[config.mk]
export PLATFORM = sky130hd
export DESIGN_NAME = button_debounce_short_long_top_flat
export DESIGN_NICKNAME = d
export VERILOG_FILES = /design/src/rtl/bdsl_pkg.sv /design/src/rtl/bdsl_if.sv /design/src/rtl/button_debounce_short_long_top.sv /design/src/rtl/bdsl_cfg.sv /design/src/rtl/bdsl_poll.sv /design/src/flat_wrapper.sv
export SDC_FILE = /design/constraint.sdc
export NUM_CORES = 1
export LEC_CHECK = 0
export BUFFER_PORTS_ARGS = -buffer_cell sky130_fd_sc_hd__buf_2
export CAP_MARGIN = 40
export CELL_PAD_IN_SITES_DETAIL_PLACEMENT = 1
export CELL_PAD_IN_SITES_GLOBAL_PLACEMENT = 2
export CORE_MARGIN = 3
export CORE_UTILIZATION = 34
export CTS_CLUSTER_SIZE = 25
export DETAILED_ROUTE_END_ITERATION = 8
export GPL_ROUTABILITY_DRIVEN = 1
export PLACE_DENSITY_LB_ADDON = 0.1
export SYNTH_ARGS = -nofsm -noshare
export SYNTH_HDL_FRONTEND = slang
export SYNTH_SLANG_ARGS = --single-unit
export TNS_END_PERCENT = 5
[constraint.sdc]
create_clock -name clk -period 5.2 [get_ports clk]
set_input_delay 0.52 -clock clk [delete_from_list [all_inputs] [get_ports clk]]
set_output_delay 0.52 -clock clk [all_outputs]
set_load 0.01 [all_outputs]
[src/rtl/bdsl_pkg.sv]
// ----------------------------------------------------------------------------
// bdsl_pkg
// Shared types and constants for the button debouncer with short/long press.
// ----------------------------------------------------------------------------
package bdsl_pkg;

  localparam int unsigned CFG_AW = 3;   // two 32-bit registers at 0x0, 0x4
  localparam int unsigned CFG_DW = 32;

  // Register index (paddr[2])
  localparam logic REG_DEBOUNCE   = 1'b0;
  localparam logic REG_LONG_PRESS = 1'b1;

  localparam logic [15:0] DB_WINDOW_RST   = 16'd30;
  localparam logic [15:0] LONG_THRESH_RST = 16'd700;

  // Event codes
  localparam logic [1:0] EV_NONE  = 2'd0;
  localparam logic [1:0] EV_SHORT = 2'd1;
  localparam logic [1:0] EV_LONG  = 2'd2;

  // Request kinds
  localparam logic KIND_TAKE  = 1'b0;
  localparam logic KIND_QUERY = 1'b1;

  typedef struct packed {
    logic [15:0] db_window;
    logic [15:0] long_thresh;
  } cfg_t;

  typedef struct packed {
    logic        kind;
    logic        raw_pressed;
    logic [31:0] now_ms;
  } item_t;

endpackage

[src/rtl/bdsl_if.sv]
// ----------------------------------------------------------------------------
// bdsl_in_if / bdsl_out_if
// Valid/ready channels for poll requests and results.
// ----------------------------------------------------------------------------
interface bdsl_in_if;
  logic        valid;
  logic        ready;
  logic        kind;
  logic        raw_pressed;
  logic [31:0] now_ms;

  modport source (output valid, kind, raw_pressed, now_ms, input ready);
  modport sink   (input valid, kind, raw_pressed, now_ms, output ready);
endinterface

interface bdsl_out_if;
  logic       valid;
  logic       ready;
  logic [1:0] event_res;
  logic       level;

  modport source (output valid, event_res, level, input ready);
  modport sink   (input valid, event_res, level, output ready);
endinterface

[src/rtl/button_debounce_short_long_top.sv]
// ----------------------------------------------------------------------------
// button_debounce_short_long_top
// Push-button debouncer with short/long press events, one poll per cycle while results are taken.
// ----------------------------------------------------------------------------
// Each request is one poll of the button: raw level, a free-running ms
// timestamp and a kind (0 takes the queued event, 1 only reads the level).
// Every request yields exactly one result carrying the taken event
// (none/short/long) and the debounced level after that poll. A request is
// registered on entry, then the debounce/long-press logic (two 32-bit
// wrapping subtract-compares) updates the button state and loads the result
// register at the next edge once the request has left the entry register;
// a new request is taken every cycle as long as the result
// side keeps up. The result register and the entry register each hold one
// request, so a stalled result still lets one more request in. Only one
// event is queued; a newer one overwrites an untaken one. Registers (APB,
// byte address 0x0 debounce window, 0x4 long-press threshold, 16 bits each,
// in ms, reset 30 and 700) should be written only while no request is in
// flight.
// ----------------------------------------------------------------------------
module button_debounce_short_long_top (
  input  logic                        clk,
  input  logic                        rst_n,
  bdsl_in_if.sink                     in_ch,
  bdsl_out_if.source                  out_ch,
  input  logic                        psel,
  input  logic                        penable,
  input  logic                        pwrite,
  input  logic [bdsl_pkg::CFG_AW-1:0] paddr,
  input  logic [bdsl_pkg::CFG_DW-1:0] pwdata,
  output logic [bdsl_pkg::CFG_DW-1:0] prdata,
  output logic                        pready
);

  bdsl_pkg::cfg_t  cfg;
  bdsl_pkg::item_t in_item_r;
  logic            in_vld_r;
  logic            in_vld_nxt;
  logic            take;     // poll stage accepts the registered request
  logic            in_acc;   // new request enters the entry register

  bdsl_cfg u_cfg (
    .clk     (clk),
    .rst_n   (rst_n),
    .psel    (psel),
    .penable (penable),
    .pwrite  (pwrite),
    .paddr   (paddr),
    .pwdata  (pwdata),
    .prdata  (prdata),
    .pready  (pready),
    .cfg     (cfg)
  );

  // entry register: free, or draining into the poll stage this cycle
  assign in_ch.ready = !in_vld_r || take;
  assign in_acc      = in_ch.valid && in_ch.ready;

  always_comb begin
    in_vld_nxt = in_vld_r;
    if (take) begin
      in_vld_nxt = 1'b0;
    end
    if (in_acc) begin
      in_vld_nxt = 1'b1;
    end
  end

  always_ff @(posedge clk) begin
    if (!rst_n) begin
      in_vld_r <= 1'b0;
    end else begin
      in_vld_r <= in_vld_nxt;
    end
  end

  // payload needs no reset
  always_ff @(posedge clk) begin
    if (in_acc) begin
      in_item_r.kind        <= in_ch.kind;
      in_item_r.raw_pressed <= in_ch.raw_pressed;
      in_item_r.now_ms      <= in_ch.now_ms;
    end
  end

  logic poll_ready;

  bdsl_poll u_poll (
    .clk        (clk),
    .rst_n      (rst_n),
    .cfg        (cfg),
    .item_valid (in_vld_r),
    .item       (in_item_r),
    .item_ready (poll_ready),
    .out_ch     (out_ch)
  );

  assign take = in_vld_r && poll_ready;

endmodule

[src/rtl/bdsl_cfg.sv]
// ----------------------------------------------------------------------------
// bdsl_cfg
// APB-style register file: debounce window and long-press threshold.
// ----------------------------------------------------------------------------
module bdsl_cfg (
  input  logic                       clk,
  input  logic                       rst_n,
  input  logic                       psel,
  input  logic                       penable,
  input  logic                       pwrite,
  input  logic [bdsl_pkg::CFG_AW-1:0] paddr,
  input  logic [bdsl_pkg::CFG_DW-1:0] pwdata,
  output logic [bdsl_pkg::CFG_DW-1:0] prdata,
  output logic                       pready,
  output bdsl_pkg::cfg_t             cfg
);

  bdsl_pkg::cfg_t cfg_r;
  bdsl_pkg::cfg_t cfg_nxt;
  logic           wr_en;

  assign pready = 1'b1;
  assign wr_en  = psel && penable && pwrite;

  always_comb begin
    cfg_nxt = cfg_r;
    if (wr_en) begin
      unique case (paddr[2])
        bdsl_pkg::REG_DEBOUNCE:   cfg_nxt.db_window   = pwdata[15:0];
        bdsl_pkg::REG_LONG_PRESS: cfg_nxt.long_thresh = pwdata[15:0];
        default: ;
      endcase
    end
  end

  always_ff @(posedge clk) begin
    if (!rst_n) begin
      cfg_r.db_window   <= bdsl_pkg::DB_WINDOW_RST;
      cfg_r.long_thresh <= bdsl_pkg::LONG_THRESH_RST;
    end else begin
      cfg_r <= cfg_nxt;
    end
  end

  always_comb begin
    unique case (paddr[2])
      bdsl_pkg::REG_DEBOUNCE:   prdata = {16'd0, cfg_r.db_window};
      bdsl_pkg::REG_LONG_PRESS: prdata = {16'd0, cfg_r.long_thresh};
      default:                  prdata = '0;
    endcase
  end

  assign cfg = cfg_r;

endmodule

[src/rtl/bdsl_poll.sv]
// ----------------------------------------------------------------------------
// bdsl_poll
// Debounce state, press classification and result register.
// ----------------------------------------------------------------------------
module bdsl_poll (
  input  logic               clk,
  input  logic               rst_n,
  input  bdsl_pkg::cfg_t     cfg,
  input  logic               item_valid,
  input  bdsl_pkg::item_t    item,
  output logic               item_ready,
  bdsl_out_if.source         out_ch
);

  logic        last_raw_r,     last_raw_nxt;
  logic        stable_r,       stable_nxt;
  logic [31:0] change_time_r,  change_time_nxt;
  logic [31:0] press_time_r,   press_time_nxt;
  logic        long_done_r,    long_done_nxt;
  logic [1:0]  pend_r,         pend_nxt;
  logic        out_vld_r,      out_vld_nxt;
  logic [1:0]  out_ev_r,       out_ev_nxt;
  logic        out_lvl_r,      out_lvl_nxt;

  logic        adv;
  logic        raw_chg;
  logic [31:0] el_chg;
  logic [31:0] el_press;
  logic        deb_ok;
  logic        flip;
  logic        rise;
  logic        fall;
  logic        long_ok;
  logic        long_done_a;
  logic [1:0]  pend_a;
  logic        fire;

  assign item_ready = !out_vld_r || out_ch.ready;
  assign adv        = item_valid && item_ready;

  // elapsed times, 32-bit wrapping
  assign raw_chg  = item.raw_pressed != last_raw_r;
  assign el_chg   = item.now_ms - change_time_r;
  assign el_press = item.now_ms - press_time_r;

  // a fresh raw change restarts the window at zero elapsed
  assign deb_ok = raw_chg ? (cfg.db_window == 16'd0)
                          : (el_chg >= {16'd0, cfg.db_window});
  assign flip   = (item.raw_pressed != stable_r) && deb_ok;
  assign rise   = flip && item.raw_pressed;
  assign fall   = flip && !item.raw_pressed;

  assign stable_nxt  = (adv && flip) ? item.raw_pressed : stable_r;
  assign long_done_a = rise ? 1'b0 : long_done_r;
  assign pend_a      = (fall && !long_done_r) ? bdsl_pkg::EV_SHORT : pend_r;

  // press starting on this poll: elapsed is zero
  assign long_ok = rise ? (cfg.long_thresh == 16'd0)
                        : (el_press >= {16'd0, cfg.long_thresh});
  assign fire    = stable_nxt && !long_done_a && long_ok;

  always_comb begin
    last_raw_nxt    = last_raw_r;
    change_time_nxt = change_time_r;
    press_time_nxt  = press_time_r;
    long_done_nxt   = long_done_r;
    pend_nxt        = pend_r;
    out_ev_nxt      = out_ev_r;
    out_lvl_nxt     = out_lvl_r;
    out_vld_nxt     = out_vld_r;

    if (out_ch.ready) begin
      out_vld_nxt = 1'b0;
    end
    if (adv) begin
      last_raw_nxt    = item.raw_pressed;
      change_time_nxt = raw_chg ? item.now_ms : change_time_r;
      press_time_nxt  = rise ? item.now_ms : press_time_r;
      long_done_nxt   = fire ? 1'b1 : long_done_a;
      pend_nxt        = fire ? bdsl_pkg::EV_LONG : pend_a;
      out_ev_nxt      = bdsl_pkg::EV_NONE;
      if (item.kind == bdsl_pkg::KIND_TAKE) begin
        out_ev_nxt = pend_nxt;
        pend_nxt   = bdsl_pkg::EV_NONE;
      end
      out_lvl_nxt = stable_nxt;
      out_vld_nxt = 1'b1;
    end
  end

  always_ff @(posedge clk) begin
    if (!rst_n) begin
      last_raw_r    <= 1'b0;
      stable_r      <= 1'b0;
      change_time_r <= '0;
      press_time_r  <= '0;
      long_done_r   <= 1'b0;
      pend_r        <= bdsl_pkg::EV_NONE;
      out_vld_r     <= 1'b0;
    end else begin
      last_raw_r    <= last_raw_nxt;
      stable_r      <= stable_nxt;
      change_time_r <= change_time_nxt;
      press_time_r  <= press_time_nxt;
      long_done_r   <= long_done_nxt;
      pend_r        <= pend_nxt;
      out_vld_r     <= out_vld_nxt;
    end
  end

  always_ff @(posedge clk) begin
    out_ev_r  <= out_ev_nxt;
    out_lvl_r <= out_lvl_nxt;
  end

  assign out_ch.valid     = out_vld_r;
  assign out_ch.event_res = out_ev_r;
  assign out_ch.level     = out_lvl_r;

`ifndef ASSERT_OFF
  // once a hold is reported long, its release must not queue a short
  a_long_no_short: assert property (@(posedge clk) disable iff (!rst_n)
    long_done_r |-> (pend_r != bdsl_pkg::EV_SHORT))
    else $error("short event queued after long press");

  // a query-only request never returns an event
  a_query_no_event: assert property (@(posedge clk) disable iff (!rst_n)
    (adv && item.kind == bdsl_pkg::KIND_QUERY) |=> (out_ev_r == bdsl_pkg::EV_NONE))
    else $error("query request returned an event");

  // a taken event clears the queue
  a_take_clears: assert property (@(posedge clk) disable iff (!rst_n)
    (adv && item.kind == bdsl_pkg::KIND_TAKE) |=> (pend_r == bdsl_pkg::EV_NONE))
    else $error("event still queued after take");

  // a new press rearms long detection (checked for a nonzero long-press threshold)
  a_press_rearms: assert property (@(posedge clk) disable iff (!rst_n)
    (adv && rise && cfg.long_thresh != 16'd0) |=> !long_done_r)
    else $error("long flag set on fresh press");
`endif

endmodule
[src/flat_wrapper.sv]
// flat-port wrapper written by rule: the top's interface ports become plain ports
module button_debounce_short_long_top_flat 
  (clk, rst_n, psel, penable, pwrite, paddr, pwdata, prdata, pready, in_ch_valid, in_ch_kind, in_ch_raw_pressed, in_ch_now_ms, in_ch_ready, out_ch_valid, out_ch_event_res, out_ch_level, out_ch_ready);
  bdsl_in_if in_ch_i ();
  bdsl_out_if out_ch_i ();
  input  logic clk;
  input  logic rst_n;
  input  logic psel;
  input  logic penable;
  input  logic pwrite;
  input  logic [bdsl_pkg::CFG_AW-1:0] paddr;
  input  logic [bdsl_pkg::CFG_DW-1:0] pwdata;
  output logic [bdsl_pkg::CFG_DW-1:0] prdata;
  output logic pready;
  input wire logic [$bits(in_ch_i.valid)-1:0] in_ch_valid;
  input wire logic [$bits(in_ch_i.kind)-1:0] in_ch_kind;
  input wire logic [$bits(in_ch_i.raw_pressed)-1:0] in_ch_raw_pressed;
  input wire logic [$bits(in_ch_i.now_ms)-1:0] in_ch_now_ms;
  output wire logic [$bits(in_ch_i.ready)-1:0] in_ch_ready;
  output wire logic [$bits(out_ch_i.valid)-1:0] out_ch_valid;
  output wire logic [$bits(out_ch_i.event_res)-1:0] out_ch_event_res;
  output wire logic [$bits(out_ch_i.level)-1:0] out_ch_level;
  input wire logic [$bits(out_ch_i.ready)-1:0] out_ch_ready;
  assign in_ch_i.valid = in_ch_valid;
  assign in_ch_i.kind = in_ch_kind;
  assign in_ch_i.raw_pressed = in_ch_raw_pressed;
  assign in_ch_i.now_ms = in_ch_now_ms;
  assign in_ch_ready = in_ch_i.ready;
  assign out_ch_valid = out_ch_i.valid;
  assign out_ch_event_res = out_ch_i.event_res;
  assign out_ch_level = out_ch_i.level;
  assign out_ch_i.ready = out_ch_ready;
  button_debounce_short_long_top u_core (.clk(clk), .rst_n(rst_n), .in_ch(in_ch_i), .out_ch(out_ch_i), .psel(psel), .penable(penable), .pwrite(pwrite), .paddr(paddr), .pwdata(pwdata), .prdata(prdata), .pready(pready));
endmodule
==> qor.csv, run 1 <==
metric,value,unit
tightest_slew,929,ps
path_cells,inv_1 > ha_1 > fa_2 > nand2b_4 > a21oi_4 > o31ai_4 > nor2b_4 > xnor2_1 > ha_1 > a21o_1 > a21oi_2 > nand3_1 > o31a_1 > a2111oi_2 > o2111ai_1 > nor4_2 > a31oi_4 > a2111o_1 > and2_1 > nor3b_2,
via_per_inst,5.38,
max_stage_delay,470,ps
clk_pin_slew,70,ps
vias,9448,
reg2reg_depth,20,
dp_hpwl,27800,um
cts_buffer_depth,2,
rr_startpoint,u_core.in_item_r[0],
crit_buf_inv,1,
cts_made_buffers,17,
cts_tree,done,
clk-insertion-delay-late,440,ps
cts.sinks,140,
fin_ws,261,ps
netlist_instances,1287,
max_clock_freq,202,MHz
ir_drop,210,uV
grt_max_degree,40,
path_depth,20,
slowest_stage,a2111o_1,
hold_viol,0,
synth_cell_types,84,
design.die.area,31900,um^2
die_h,179,um
synth_top_cells_by_count,"211 x nand2_1, 145 x a21oi_1, 117 x inv_1, 103 x dfxtp_1, 94 x ha_1",
status,finished clean,
overflow,0,
layout.nets,1531,
synth_area_per_cell,7.86,um^2
finClkSkew,15.6,ps
pre_cts_slack,-28.6,ps
core.rowCount,62,
setup_tns,0,ps
critPathKind,register to register,
n_antenna_cell,0,
drcViolationCount,0,
p_per_area,268,nW/um^2
grt_pass1_wl,53900,um
ant_nets,0,
ios,114,
drv_slew,0,
ys_seq_area_share,31.3,%
synthFlopType,dfxtp_1,
reg2reg_setup_slack,260,ps
first_global_vias,9277,
port_buffers,78,
die-width,179,um
crit_path_end,u_core.u_poll.out_ch.event_res[0],
leakage,4.68,nW
wl_per_cell,20.0,um
wirelength,35100,um
cts_root_buf,clkbuf_16,
yosysMostFrequentCell,nand2_1,
crit_path_start,u_core.in_item_r[0],
first_pass_iters,7,
period_needed,4940,ps
gp_congestion,0.848,
synthToLayoutAreaGrowth,14.6,%
drtIter0Drc,473,
max-slew-margin-rel,38.1,%
yosysWarnings,0,
synth_edf_count,37,
reg2reg_to,u_core.u_poll.out_ch.event_res[0],
synthTopCellsByArea,"dfxtp_1 20%, ha_1 12%, edfxtp_1 11%, nand2_1 7.8%, a21oi_1 7.2%",
min_path_type,input port to register,
coreArea,29000,um^2
synth_seq_cells,140,
place_area,10900,um^2
design_area,11600,um^2
h-tree-depth,4,
antenna_found_initial,0,
grt_usage,22.1,%
cp_top_family,compound AO/OA/AOI/OAI gates,
crit_required,5380,ps
power.total,3.11,mW
synth_top_area_share,20.4,%
yosysTopAreaCell,dfxtp_1,
synthArstFlopShare,0,%
crit_top_cell,ha_1,
critPathCaptureType,register,
synth_area,10100,um^2
maxCapViolations,0,
arrival,5120,ps
worstPathMaxFanout,3,
start_util,34.9,%
setup_viol,0,
cp-start-kind,register,
drive_gt1_share,12.8,%
fin_crit_sh,95.0,%
-- how the worst min path moves through the flow --
stage,cells after the start,to,startpoint,slack [ps]
after floorplan,2,u_core.u_poll.change_time_r[10],u_core.u_poll.change_time_r[10],440
after global placement,2,u_core.u_poll.change_time_r[30],u_core.u_poll.change_time_r[30],440
after detailed placement,2,u_core.u_poll.change_time_r[16],u_core.u_poll.change_time_r[16],450
after CTS,1,u_core.in_item_r[5],in_ch_now_ms[5],240
after global routing,1,u_core.in_item_r[22],in_ch_now_ms[22],230
final,1,u_core.in_item_r[25],in_ch_now_ms[25],250
-- per-stage QoR --
stage          utilization (%)  std cells  hold slack (ps)
3_3_place_gp              37.5       1718              442
3_5_place_dp              37.6       1719              450
5_1_grt                   40.0       1756              235
2_1_floorplan                -       1302              436
4_1_cts                   39.5       1751              238
6_report                  40.0       1756              250
-- registers in the layout, indices dropped and copies added (netlist names) --
name / flops
u_core.u_poll.out_ch.valid: 1
u_core.in_vld_r: 1
u_core.u_cfg.cfg: 32
u_core.u_poll.out_ch.event_res: 2
u_core.u_poll.pend_r: 2
u_core.u_poll.press_time_r: 32
u_core.u_poll.stable_r: 1
u_core.in_item_r: 34
u_core.u_poll.last_raw_r: 1
u_core.u_poll.long_done_r: 1
u_core.u_poll.change_time_r: 32
u_core.u_poll.out_ch.level: 1
-- cell usage in the layout (no fill, tap or decap), types with 15 or more instances in the layout --
cell type    n
nand2_1    211
a21oi_1    143
inv_1      117
dfxtp_1    103
ha_1        93
nor2_1      85
buf_2       78
o21ai_0     54
mux2i_1     38
edfxtp_1    37
buf_4       28
o211ai_1    26
nor3_1      23
xnor2_1     21
xor2_1      17
a21o_1      17
nand3_1     17
conb_1      17
clkbuf_16   17
nand4_1     15
-- worst register-to-register path: stages, from the launching register on --
cell       delay [ps]
edfxtp_1          370
inv_1              70
ha_1              230
fa_2              360
nand2b_4          160
a21oi_4           180
o31ai_4            80
nor2b_4           140
xnor2_1           140
ha_1              290
a21o_1            200
a21oi_2           160
nand3_1            80
o31a_1            290
a2111oi_2         360
o2111ai_1         190
nor4_2            380
a31oi_4           230
a2111o_1          480
and2_1            150
nor3b_2           140
-- power breakdown --
| part | switching [mW] | total [mW] | internal [mW] |
|---|---|---|---|
| Sequential | 0.0402 | 1.20 | 1.16 |
| Clock | 0.588 | 1.22 | 0.629 |
| Combinational | 0.430 | 0.699 | 0.269 |
-- cell type report --
class,count,area (um^2)
repair buffers,109,661
flip-flops and latches,140,3170
clock inverters,14,123
inverters,118,443
multi-input cells,973,6300
well taps,384,480
fillers,3556,17400
clock buffers,18,429
-- timing repair --
| item | CTS | global route |
|---|---|---|
| endpoints found under the setup margin | 3 | 39 |
| hold buffers | 0 | 0 |
| pin swaps | 0 | 9 |
| gates resized for setup | 1 | 17 |
| setup buffers | 0 | 5 |
-- cells by family after synthesis --
kind of cell,count (synthesis),share of synthesized area [%]
compound gates,354,22.1
xor+xnor,38,3.29
fa+ha+maj,96,12.0
buf+inv,189,8.08
flops,140,31.3
mux,41,4.09
other cells,2,0.0742
simple gates,427,19.0
-- routing by layer --
layer | GRT usage, % | up-vias | wire length (um)
li1 | - | 4673 | -
met1 | 32.3 | 4616 | 17800
met2 | 34.4 | 132 | 15900
met3 | 3.15 | 27 | 854
met4 | 5.19 | 0 | 491
met5 | 0 | - | 0
(Power assumes the default switching activity.)
==> inputs of run 2 (changes only) <==
--- a/config.mk
+++ b/config.mk
@@ -15,6 +15,8 @@
 export DETAILED_ROUTE_END_ITERATION = 8
 export GPL_ROUTABILITY_DRIVEN = 1
 export PLACE_DENSITY_LB_ADDON = 0.1
+export RECOVER_POWER = 100
+export SLEW_MARGIN = 20
 export SYNTH_ARGS = -nofsm -noshare
 export SYNTH_HDL_FRONTEND = slang
 export SYNTH_SLANG_ARGS = --single-unit
==> run 2 against run 1 <==
  * The run now ends with max-capacitance violations, max-slew violations left
  * Sequential share of layout area fell by 0.063 points
  * Global-route usage grew 0.36 points
  * Power grew 5.0%
  * Non-clock buffer count rose by 3
  * Register-to-register slack lost 30 ps
  * Maximum frequency fell by 0.69%
  * Wire length increased by 0.40%
  * Clock power increased by 12%
  * Worst setup slack got worse by 34 ps
  * Worst hold slack better by 4.0 ps
  * Die area unchanged
  * Largest cell class unchanged
  * Highest routed layer unchanged
==> qor.csv, run 2 (same netlist as run 1, synthesis figures left out) <==
metric,value,unit,change
coreArea,29000,um^2,unchanged
period_needed,4970,ps,+34.3 ps
clk-insertion-delay-late,440,ps,about the same
grt_pass1_wl,54600,um,+1.4%
seq_area,3170,um^2,about the same
cts.sinks,140,,unchanged
max-slew-margin-rel,-36.7,%,-75 points
multi_input_area,6280,um^2,-0.24%
drv_slew,66,,+66
grt_max_degree,53,,+33%
min_path_type,input port to register,,
design.die.area,31900,um^2,unchanged
fin_crit_sh,95.6,%,+0.66 points
drive_gt1_share,10.3,%,-2.5 points
place_area,10900,um^2,-0.16%
cp-start-kind,register,,
maxCapViolations,2,,+2
violations,"max-capacitance violations, max-slew violations",,
wl_per_cell,20.0,um,+0.23%
top_register,u_core.in_item_r,,
crit_required,5380,ps,about the same
first_global_vias,9489,,+2.3%
critPathCaptureType,register,,
drtIter0Drc,489,,+3.4%
clk_pin_slew,70,ps,about the same
cts_tree,done,,
ios,114,,unchanged
setup_viol,0,,unchanged
largest_reg_flops,34,,unchanged
tightest_slew,2050,ps,+1120 ps
gp_congestion,0.848,,unchanged
setup_tns,0,ps,unchanged
layout.nets,1534,,+0.20%
design_area,11600,um^2,+0.27%
overflow,0,,unchanged
port_buffers,78,,unchanged
vias,9435,,-0.14%
drcViolationCount,0,,unchanged
h-tree-depth,4,,unchanged
n_antenna_cell,0,,unchanged
ir_drop,241,uV,+15%
cts_buffer_depth,2,,unchanged
critPathKind,register to register,,
postCtsHoldBufs,0,,unchanged
final_util,40.1,%,+0.11 points
finClkSkew,14.4,ps,-1.19 ps
die-width,179,um,unchanged
arrival,5150,ps,+30 ps
core.rowCount,62,,unchanged
ant_nets,0,,unchanged
cts_made_buffers,17,,unchanged
via_per_inst,5.36,,-0.31%
antenna_found_initial,0,,unchanged
hold_viol,0,,unchanged
first_pass_iters,5,,-2
cts_root_buf,clkbuf_16,,
max_clock_freq,201,MHz,-0.69%
synthToLayoutAreaGrowth,15.0,%,
leakage,4.60,nW,-1.6%
layout_common_cells,"210 x nand2_1, 143 x a21oi_1, 117 x inv_1",,
start_util,34.9,%,unchanged
status,"finished, violations left",,
final_common_cell,nand2_1,,
die_h,179,um,unchanged
grt_usage,22.5,%,+0.36 points
wirelength,35200,um,+0.40%
dp_hpwl,27700,um,-0.37%
p_per_area,281,nW/um^2,+4.7%
power.total,3.27,mW,+5.0%
fillers,3567,,+0.31%
worstPathMaxFanout,5,,+2
-- run 2: changes by cell type in the layout (fill, tap and decap cells not counted), moves of 2 or more --
| cell | change |
|---|---|
| inv_6 | -6 |
| buf_4 | -2 |
| bufinv_16 | +5 |
| ha_1 | -2 |
| buf_2 | -32 |
| and2_0 | +4 |
| clkinv_2 | +3 |
| inv_8 | -2 |
| and2_2 | -2 |
| ha_2 | +2 |
| and2_1 | -2 |
| clkbuf_1 | +37 |
-- run 2: where the power goes --
group	leakage [nW]	total [mW]	internal [mW]	switching, mW
registers	1.20	1.20	1.16	0.0396
logic	3.09	0.696	0.266	0.430
clock network	0.315	1.37	0.862	0.510
-- run 2: worst paths after layout --
| check | startpoint | end | slack, ps | depth (start not counted) |
|---|---|---|---|---|
| worst max-delay path | u_core.in_item_r[1] | u_core.u_poll.out_ch.event_res[0] | 230 | 19 |
| worst min-delay path | in_ch_now_ms[25] | u_core.in_item_r[25] | 250 | 1 |
| worst max register to register | u_core.in_item_r[1] | u_core.u_poll.out_ch.event_res[0] | 230 | 19 |
| worst min register to register | u_core.u_poll.change_time_r[16] | u_core.u_poll.change_time_r[16] | 450 | 2 |
-- run 2: cell type report --
class                      instances  area share, %
inverter                         118           3.83
clock buffer                      20           3.84
multi-input combinational        973           54.0
timing repair buffer             112           5.27
tap                              384           4.13
clock inverter                    12           1.68
sequential                       140           27.3
-- run 2: timing repair --
item,in CTS,in global routing
setup buffers,0,8
resized for setup,1,18
endpoints found under the setup margin,2,39
pin swaps,0,13
-- run 2: worst max-delay path, cell delays in order, from the launching register on --
cell	delay, ps
edfxtp_1	430
ha_1	300
nor2b_2	160
o2111ai_2	290
a211o_1	280
nand2_2	100
buf_4	180
a21oi_1	160
xnor2_1	90
ha_1	230
a211o_1	240
nor3_2	210
o211ai_1	140
a2111oi_2	320
o2111ai_1	200
nor4_2	380
a31oi_4	220
a2111o_1	470
and2_0	160
nor3b_2	150
-- run 2: layer usage --
layer	share of wire, %	global-route usage, %	vias to the layer above
li1	-	-	4667
met1	51	32.4	4646
met2	45	35.3	102
met3	2.5	3.58	20
met4	1.0	4.97	0
met5	0	0	-
-- run 2: per-stage QoR --
step	cells	hold slack, ps	setup slack, ps
after floorplan	1302	436	599
after global placement	1718	442	22.4
after detailed placement	1718	447	-7.16
after CTS	1750	232	62.5
after global routing	1759	233	-4.53
final	1759	255	227
==> inputs of run 3 (changes only) <==
--- a/config.mk
+++ b/config.mk
@@ -9,7 +9,7 @@
 export CAP_MARGIN = 40
 export CELL_PAD_IN_SITES_DETAIL_PLACEMENT = 1
 export CELL_PAD_IN_SITES_GLOBAL_PLACEMENT = 2
-export CORE_MARGIN = 3
+export CORE_MARGIN = 2
 export CORE_UTILIZATION = 34
 export CTS_CLUSTER_SIZE = 25
 export DETAILED_ROUTE_END_ITERATION = 8
==> run 3 against run 2 <==
  * The run still ends with max-capacitance violations, max-slew violations left
  * Combinational power barely moved
  * Global-route usage rose by 0.45 points
  * Core utilization fell by 0.93 points
  * First-iteration DRC count increased by 4.9%
==> qor.csv, run 3 (same netlist as run 1, synthesis figures left out) <==
metric,value,unit,change
port_buffers,78,,unchanged
synthToLayoutAreaGrowth,14.1,%,
top_usage_layer,met2,,
cts_buffer_depth,2,,unchanged
ir_drop,229,uV,-4.9%
design_area,11600,um^2,-0.73%
final_common_cell,nand2_1,,
first_global_vias,9371,,-1.2%
design.die.area,31200,um^2,-2.2%
die-width,177,um,-1.1%
period_needed,4990,ps,+20.3 ps
seqPwrFrac,38.3,%,+1.7 points
switching_power,1.03,mW,+5.3%
final_util,39.2,%,-0.93 points
n_antenna_cell,0,,unchanged
worstPathMaxFanout,3,,-2
p_comb_share,22.3,%,+1.0 points
reg2reg_setup_slack,210,ps,-20 ps
place_area,11000,um^2,+0.77%
rr_startpoint,u_core.in_item_r[0],,
reg2reg_depth,20,,+1
first_pass_iters,5,,unchanged
cp-start-kind,register,,
h-tree-depth,4,,unchanged
max-slew-margin-rel,-18.8,%,+18 points
via_per_inst,5.33,,-0.59%
drv_slew,64,,-3.0%
tightest_slew,1780,ps,-269 ps
use_met3,3.94,%,+0.36 points
power_frac_clock,39.4,%,-2.6 points
critPathKind,register to register,,
wl_per_cell,19.8,um,-1.2%
coreArea,29500,um^2,+1.6%
antenna_found_initial,0,,unchanged
cts_tree,done,,
max_clock_freq,200,MHz,-0.41%
start_util,34.3,%,-0.55 points
min_path_type,input port to register,,
p_per_area,270,nW/um^2,-3.9%
drtIter0Drc,513,,+4.9%
setup_viol,0,,unchanged
layout.nets,1537,,+0.20%
leakage,4.58,nW,-0.39%
ant_nets,0,,unchanged
wirelength,35000,um,-0.68%
grt_usage,22.9,%,+0.45 points
maxCapViolations,2,,unchanged
fin_crit_sh,96.0,%,+0.39 points
clk-insertion-delay-late,450,ps,about the same
grt_pass1_wl,54600,um,about the same
violations,"max-capacitance violations, max-slew violations",,
clk_pin_slew,70,ps,about the same
die_h,177,um,-1.1%
vias,9427,,-0.085%
crit_path_start,u_core.in_item_r[0],,
crit_required,5390,ps,about the same
cts_root_buf,clkbuf_16,,
dp_hpwl,27900,um,+0.79%
cts_made_buffers,17,,unchanged
gp_congestion,0.825,,-2.6%
core.rowCount,63,,+1.6%
finClkSkew,13.4,ps,-1.01 ps
swShare,33.1,%,+3.1 points
overflow,0,,unchanged
crit_path_end,u_core.u_poll.out_ch.event_res[0],,
internal-power,2.08,mW,-8.8%
hold_viol,0,,unchanged
reg2reg_to,u_core.u_poll.out_ch.event_res[0],,
arrival,5190,ps,+40 ps
grt_max_degree,41,,-23%
top_register,u_core.in_item_r,,
ios,114,,unchanged
drcViolationCount,0,,unchanged
critPathCaptureType,register,,
largest_reg_flops,34,,unchanged
cts.sinks,140,,unchanged
met2_usage,35.7,%,+0.41 points
layout_common_cells,"211 x nand2_1, 143 x a21oi_1, 118 x inv_1",,
drive_gt1_share,9.87,%,-0.46 points
use_met1,33.0,%,+0.59 points
status,"finished, violations left",,
[run 3: changes by cell type in the layout (fill, tap and decap cells not counted), moves of 2 or more]
cell,delta
bufinv_16,-4
clkinvlp_4,+5
ha_1,+3
inv_6,+5
buf_4,+2
clkinv_2,-2
ha_2,-3
and2_0,-2
and2_1,+2
[run 3: area by class of cell]
| class | count | area [um^2] |
|---|---|---|
| Inverter | 118 | 443 |
| Fill cell | 3662 | 17900 |
| Clock inverter | 15 | 138 |
| Multi-Input combinational cell | 973 | 6240 |
| Tap cell | 390 | 488 |
| Sequential cell | 140 | 3170 |
| Timing Repair Buffer | 115 | 639 |
| Clock buffer | 17 | 425 |
[run 3: critical path: stages (launching register included)]
cell and delay [ps]:
edfxtp_1 350, inv_1 70, ha_1 220, fa_1 420, nand2b_4 170, a21oi_2 170
o31ai_2 100, nor2b_1 160, xnor2_1 140, ha_1 300, a21o_1 190, a21oi_2 160
nand3_1 90, o31a_1 290, a2111oi_2 370, o2111ai_2 210, nor4_4 320, a31oi_4 200
a2111o_1 500, and2_1 170, nor3b_2 150
[run 3: worst min-delay path by stage]
stage                     slack [ps]                         endpoint                       startpoint  cells after the start
final                            250             u_core.in_item_r[21]                 in_ch_now_ms[21]                      1
after global routing             230              u_core.in_item_r[5]                  in_ch_now_ms[5]                      1
after CTS                        220             u_core.in_item_r[21]                 in_ch_now_ms[21]                      1
after detailed placement         450  u_core.u_poll.change_time_r[16]  u_core.u_poll.change_time_r[16]                      2
after global placement           440  u_core.u_poll.change_time_r[16]  u_core.u_poll.change_time_r[16]                      2
after floorplan                  440  u_core.u_poll.change_time_r[10]  u_core.u_poll.change_time_r[10]                      2
[run 3: stage by stage]
| step | power, mW | TNS (ps) | hold WS, ps | setup WS, ps | cells |
|---|---|---|---|---|---|
| after floorplan | 1.68 | 0 | 436 | 599 | 1302 |
| after global placement | 1.90 | 0 | 442 | 32.4 | 1731 |
| after detailed placement | 1.91 | -9.11 | 447 | -9.11 | 1733 |
| after CTS | 3.15 | 0 | 224 | 50.8 | 1765 |
| after global routing | 3.27 | -9.75 | 228 | -9.75 | 1768 |
| final | 3.12 | 0 | 245 | 206 | 1768 |
[run 3: repair_timing]
item                                    CTS  global route
buffers inserted                          0             2
endpoints found under the setup margin    1            36
resized for setup                         1             8
hold buffers                              0             0
pin swaps                                 0             6
[run 3: layer usage]
layer / share of wire [%] / wire length (um)
met5: 0 / 0
met1: 51 / 17800
met2: 45 / 15600
met4: 0.91 / 318
met3: 3.7 / 1290
[run 3: power by group through the flow]
stage	combinational, mW	clock, mW	sequential (mW)
floorplan	0.479	0	1.20
global placement	0.678	0	1.22
detailed placement	0.688	0	1.22
CTS	0.693	1.26	1.19
global route	0.778	1.30	1.20
finish	0.693	1.23	1.19
